$ cat config.mk
export PLATFORM = sky130hd
export DESIGN_NAME = pbct_div
export DESIGN_NICKNAME = d
export VERILOG_FILES = /design/src/rtl/core/pbct_div.sv
export SDC_FILE = /design/constraint.sdc
export NUM_CORES = 1
export LEC_CHECK = 0
export BUFFER_PORTS_ARGS = -buffer_cell sky130_fd_sc_hd__buf_4
export CORE_UTILIZATION = 25
export DETAILED_ROUTE_END_ITERATION = 10
export GPL_ROUTABILITY_DRIVEN = 0
export GPL_TIMING_DRIVEN = 1
export PLACE_DENSITY = 0.45
export SKIP_CTS_REPAIR_TIMING = 1
export SLEW_MARGIN = 20
export SYNTH_ARGS = -nofsm -noshare
export SYNTH_HDL_FRONTEND = slang
export SYNTH_SLANG_ARGS = --single-unit
$ cat constraint.sdc
create_clock -name clk -period 6.05 [get_ports clk]
set_clock_uncertainty 0.1 [all_clocks]
set_input_delay 0.605 -clock clk [delete_from_list [all_inputs] [get_ports clk]]
set_output_delay 0.605 -clock clk [all_outputs]
set_load 0.05 [all_outputs]
$ cat src/rtl/core/pbct_div.sv
// ----------------------------------------------------------------------------
// pbct_div
// Restoring divider, one quotient bit per cycle, saturated pixel quotient.
// ----------------------------------------------------------------------------
module pbct_div #(
  parameter int PB = 16
) (
  input  logic                 clk,
  input  logic                 rst,
  input  logic                 start,
  input  logic signed [63:0]   dividend,
  input  logic        [63:0]   divisor,
  output logic                 done,
  output logic signed [PB-1:0] quot
);

  localparam int CNT_W = $clog2(PB + 1);
  localparam logic [PB:0] MAG_MAX = (PB + 1)'((2 ** (PB - 1)) - 1);
  localparam logic [PB:0] MAG_MIN = (PB + 1)'(2 ** (PB - 1));

  logic [63:0]    rem;
  logic [63+PB:0] den;
  logic [PB:0]    q;
  logic [CNT_W-1:0] cnt;
  logic           neg;
  logic           busy;
  logic [63+PB:0] rem_ext;
  logic [63+PB:0] rem_sub;
  logic           ge;
  logic [PB:0]    neg_q;

  assign rem_ext = {{PB{1'b0}}, rem};
  assign ge      = rem_ext >= den;
  assign rem_sub = rem_ext - den;

  // control
  always_ff @(posedge clk) begin
    if (rst) begin
      busy <= 1'b0;
      done <= 1'b0;
      cnt  <= '0;
    end else begin
      done <= 1'b0;
      if (start) begin
        busy <= 1'b1;
        cnt  <= CNT_W'(PB);
      end else if (busy) begin
        cnt <= cnt - 1'b1;
        if (cnt == '0) begin
          busy <= 1'b0;
          done <= 1'b1;
        end
      end
    end
  end

  // datapath: magnitude division, divisor walks down from 2^PB
  always_ff @(posedge clk) begin
    if (start) begin
      rem <= dividend[63] ? 64'(-dividend) : dividend;
      den <= {divisor, {PB{1'b0}}};
      q   <= '0;
      neg <= dividend[63];
    end else if (busy) begin
      if (ge) rem <= rem_sub[63:0];
      q   <= {q[PB-1:0], ge};
      den <= den >> 1;
    end
  end

  // truncate toward zero, then clamp to the pixel range
  assign neg_q = ~q + 1'b1;
  always_comb begin
    if (neg) begin
      quot = (q > MAG_MIN) ? {1'b1, {(PB - 1){1'b0}}} : neg_q[PB-1:0];
    end else begin
      quot = (q > MAG_MAX) ? {1'b0, {(PB - 1){1'b1}}} : q[PB-1:0];
    end
  end

endmodule

; ---- After elaboration in Yosys (flattened, before gate mapping)
; Cells that the tools add are included.
[word_totals]
ff_bits = 169
in_bits = 131
output_inout_bits = 17
word_cells = 39
[op_classes]
add_sub_neg = 4
order_cmp = 3
n_mux = 15
bitwise = 2
n_reduce_logical = 6
[op_table]
columns = cell, n
row1 = $mux W64, 4
row2 = $mux W80, 2
row3 = $ge A64 B80 Y1, 1
row4 = $neg A64 Y64, 1
row5 = $sub A64 B64 Y64, 1
row6 = $mux W16, 3
row7 = $gt A17 B15 Y1 const B, 1
row8 = $gt A17 B16 Y1 const B, 1
row9 = $add A16 B1 Y16 const B, 1
row10 = $not A16 Y16, 1
row11 = $mux W5, 2
row12 = $logic_not A5 Y1, 1
row13 = $sub A5 B1 Y5 const B, 1
row14 = $mux W1, 4
row15 = $reduce_bool A2 Y1, 2
row16 = $reduce_or A3 Y1, 1
row17 = $reduce_and A2 Y1, 1
row18 = $reduce_or A2 Y1, 1
row19 = $not A1 Y1, 1

; ---- Longest topological paths before layout
[depth]
ltp_word = 4
mapped_depth = 14
depth_no_buf = 14

; ---- Worst setup path after synthesis
; OpenSTA, ideal clock, no wires.
[synth_timing]
path_kind = reg-to-reg
start = register rem[10]
end = register rem[0], enable pin
setup_ps = 432
arrival_ps = 4347
required_ps = 5518
setup_slack_ps = 1170
stages_incl_launch_ff = 12
n_path_buf = 1
period_less_slack_ps = 4880
path_cell_list = edfxtp_1 -> ha_1 -> clkbuf_1 -> nand2_1 -> or4_1 -> o21ai_1 -> a211oi_1 -> or2_1 -> o31a_1 -> a2111oi_0 -> o21ai_0 -> nand2b_1
[synth_between]
elab_chain_cells = 3
[synth_rtl]
columns = item, line_no
row1 = from (decl), 21  ; logic [63:0] rem;
row2 = from (signal assigned), 60  ; rem <= dividend[63] ? 64'(-dividend) : dividend;
row3 = from (signal assigned), 65  ; if (ge) rem <= rem_sub[63:0];
row4 = $ge A64 B80 Y1, 33  ; assign ge = rem_ext >= den;
row5 = $reduce_bool A2 Y1 (no line), n/a
row6 = $reduce_and A2 Y1 (no line), n/a
; Every way passes these cells.
; A chain may end at the register's enable or synchronous reset.

; ---- Worst setup path in the final report
[layout_timing]
start = register den[11]
end = register rem[56], enable pin
[layout_between]
elab_chain_cells = 3
[layout_rtl]
columns = item, line_no
row1 = from (decl), 22  ; logic [63+PB:0] den;
row2 = from (signal assigned), 61  ; den <= {divisor, {PB{1'b0}}};
row3 = from (signal assigned), 67  ; den <= den >> 1;
row4 = $ge A64 B80 Y1, 33
row5 = $reduce_bool A2 Y1 (no line), n/a
row6 = $reduce_and A2 Y1 (no line), n/a
; Every way passes these cells.

==> metrics.md <==
| Metric | Value |
|---|---|
| Reg2Reg Depth | `12` |
| Synth cell types | `70` |
| CTS max path bufs | `2` |
| I/O Buffers | `147` |
| Max-slew violations | `0` |
| Vias | `around 11000` |
| Final WS setup | `1230 ps` |
| CP max stage delay | `710 ps` |
| Slowest CP cell | `nand2b_2` |
| Syn-to-layout area delta | `17.5%` |
| Clock share of power | `0.270` |
| Sw power | `1.43 mW` |
| Global Route Usage Sum | `0.158` |
| Die X | `about 230 um` |
| Avg WL per Cell | `17.6 um` |
| Drt pass-1 iters | `5` |
| Net count after synthesis | `1685` |
| Status | `finished, final reports clean` |
| Setup_tns | `0 ps` |
| VDD IR-drop max | `0.222 mV` |
| Hold Vio Cnt, Final | `0` |
| Post-layout power | `4.04 mW` |
| Hold Path Sink | `cnt[4]` |
| First-pass GRT wire length | `61600 um` |
| Reg2reg setup slack | `1230 ps` |
| CP arrival | `4880 ps` |
| Cell Rows | `82` |
| Flop pwr share | `0.363` |
| Antenna viol nets, final | `0` |
| GRT met3 Usage | `0.0302` |
| Syn Inst Count | `~1500` |
| Num CTS Buffers | `17` |
| Gr busiest metal | `met2` |
| Final core utilization | `0.297` |
| Slew headroom | `0.331` |
| FMAX | `0.208 GHz` |
| Grt met1 use | `0.214` |
| Share of layout cells above drive strength 1 | `0.129` |
| Post-Syn Area | `12600 sq um` |
| Final WL | `~40000 um` |
| Fin area | `14900 sq um` |
| DRC | `0` |
| Clock transition at the registers of the reported paths | `60 ps` |
| Ports | `148` |
| Post-synthesis sequential area ratio | `0.370` |
| Antenna Cells | `0` |
| HPWL reported at the end of detailed placement | `30000 um` |
| H-tree levels | `4` |
| Worst setup EP type | `flip-flop` |
| Max Cap Viol | `0` |
| Power Density | `between 200 and 300 nW/um^2` |
| Setup CP Type | `reg -> reg` |
| Dominant synthesized flop cell | `edfxtp_1` |
| RSZ-0062 raised after global routing | `false` |
| Crit path required time | `6120 ps` |
| Pre-CTS setup slack | `1220 ps` |
| Clock tree from TritonCTS | `yes` |
| Type of the most critical hold path | `in -> reg` |
| GR Util met2 | `0.248` |
| Worst r2r dst | `rem[56]` |
| Sw frac | `0.355` |
| Layout net count | `1766` |
| Filler cells | `between 5000 and 6000` |
| Routed vias/inst | `4.89` |
| Leak Pwr | `between 5 and 6 nW` |
| Die area | `just over 50000 sq um` |
| Initial DRC Count | `704` |
| Internal | `roughly 2.6 mW` |
| Endpoints failing setup | `0` |
| Fin crit share | `0.796` |
| Worst path cell trace | `inv_1, ha_1, nand2_1, or4_1, o21ai_1, a211oi_1, or2_1, o31a_1, a2111oi_0, o21ai_0, nand2b_2, buf_12` |
| Clock Sinks | `about 170` |
| Worst-Skew Late Latency | `480 ps` |
| Initial antenna violation count | `2` |
| Worst Hold Slack | `between 200 and 250 ps` |
| #FFs+latches synth | `169` |
| Post-Syn Area per Cell | `8.52 sq um` |
| Critical path fanouts, max | `33` |
| Element type at the critical path start | `flip-flop` |
| Largest net degree at the start of global routing | `slightly below 100` |
| Post-synth EDFFs | `129` |
| Grt ovf | `0` |
| Worst slew pin tran | `1000 ps` |
| Hold Path Depth | `2` |
| Post-DP Area | `14300 sq um` |
| Tmin final | `4820 ps` |
| Worst r2r src | `den[11]` |
| Ys Warns | `0` |
| Gate power share | `0.367` |
| Placed Cells | `2218` |
| CTS root buffer | `clkbuf_16` |
| Min-delay src | `rst` |
| Vias in the first global route | `~11000` |
| Finished Layout Cells | `2250` |
| Initial Utilization | `0.253` |
| Asr flop ratio synth | `0` |
| Core Area | `50100 sq um` |
| Die Y | `227 um` |
==> synth_stat cells (18+ instances only) <==
master    instances  share of area
a22o_1           34          0.024
clkbuf_1         72          0.021
a21o_1           34          0.020
dfxtp_1          40          0.063
ha_1             69          0.068
nand3_1          21         0.0083
o21ai_0         151          0.060
inv_1            95          0.028
xor2_1           33          0.023
nor2_1           85          0.025
nor3_1           29          0.011
o31ai_1          22          0.013
nand2_1         203          0.060
xnor2_1          90          0.062
o21bai_1         18          0.011
mux2i_1          36          0.028
edfxtp_1        129           0.31
a21oi_1          96          0.038
nand4_1          31          0.015
==> state kept, by name, indices dropped and copies added (netlist names) <==
register	flops
rem	64
den	80
cnt	5
busy	1
neg	1
q	17
done	1
==> worst max path at each step <==
stage | start | cells past startpoint | to | slack [ps]
floorplan | rem[10] | 11 | rem[0] | 1170
global placement | den[11] | 12 | rem[49] | 1420
detailed placement | den[11] | 12 | rem[50] | 1220
CTS | den[11] | 12 | rem[53] | 1180
global route | den[11] | 12 | rem[56] | 840
finish | den[11] | 12 | rem[56] | 1230
==> power groups by stage <==
| stage | logic [mW] | clock network (mW) | registers (mW) |
|---|---|---|---|
| finish | 1.48 | 1.09 | 1.47 |
| global route | 1.66 | 1.17 | 1.48 |
| global placement | 1.48 | 0 | 1.49 |
| detailed placement | 1.47 | 0 | 1.49 |
| CTS | 1.49 | 1.14 | 1.47 |
| floorplan | 1.06 | 0 | 1.47 |
==> logic make-up after synthesis <==
family / share of synthesized area
buffers and inverters: 0.0562
flip-flops: 0.370
adder cells (fa/ha/maj): 0.0698
AND/OR/NAND/NOR: 0.176
XOR/XNOR: 0.0852
multiplexers: 0.0285
AO/OA/AOI/OAI: 0.215
==> per-layer routing <==
layer	up-vias	wire, um	part of all wire
li1	5520	-	-
met2	231	18000	0.45
met5	-	28	0.00071
met4	4	734	0.019
met3	34	1720	0.043
met1	5204	19100	0.48
==> cells in the final DEF (no fill, tap or decap), types with 7 or more instances in the layout <==
master     Yosys  routed
edfxtp_1     129     129
nand3_1       21      21
xor2_1        33      33
buf_4          1     150
nor2_1        85      85
nor2b_1        8       7
ha_1          69      69
or4_1          8       8
dfxtp_1       40      39
a22o_1        34      34
nor3_1        29      29
o31ai_1       22      22
a21oi_1       96      96
or3_1         13      13
nand2b_1      13      12
a31oi_1       12      12
clkbuf_16      0      17
nand4_1       31      31
o41ai_1        8       8
nand2_1      203     203
mux2i_1       36      36
a21o_1        34      34
o21ai_0      151     151
or2_2          8       7
inv_1         95      95
xnor2_1       90      90
nor4_1        12      12
o21bai_1      18      18
o311ai_0       8       8
==> critical path, delay by kind of cell, from the launching register on <==
kind	cells	cell delay (ps)
AND/OR/NAND/NOR	4	1780
flip-flops	1	360
buffers and inverters	2	360
adder cells (fa/ha/maj)	1	400
AO/OA/AOI/OAI	5	1490
==> final cells by class <==
| class | count | area (sq um) | area share |
|---|---|---|---|
| Clock buffer | 25 | 485 | 0.0327 |
| Tap cell | 672 | 841 | 0.0566 |
| Timing Repair Buffer | 152 | 1160 | 0.0780 |
| Clock inverter | 7 | 68.8 | 0.00463 |
| Sequential cell | 169 | 4680 | 0.315 |
| Inverter | 95 | 357 | 0.0240 |
| Multi-Input combinational cell | 1130 | 7270 | 0.489 |
Power figures use the tool's default switching activity.
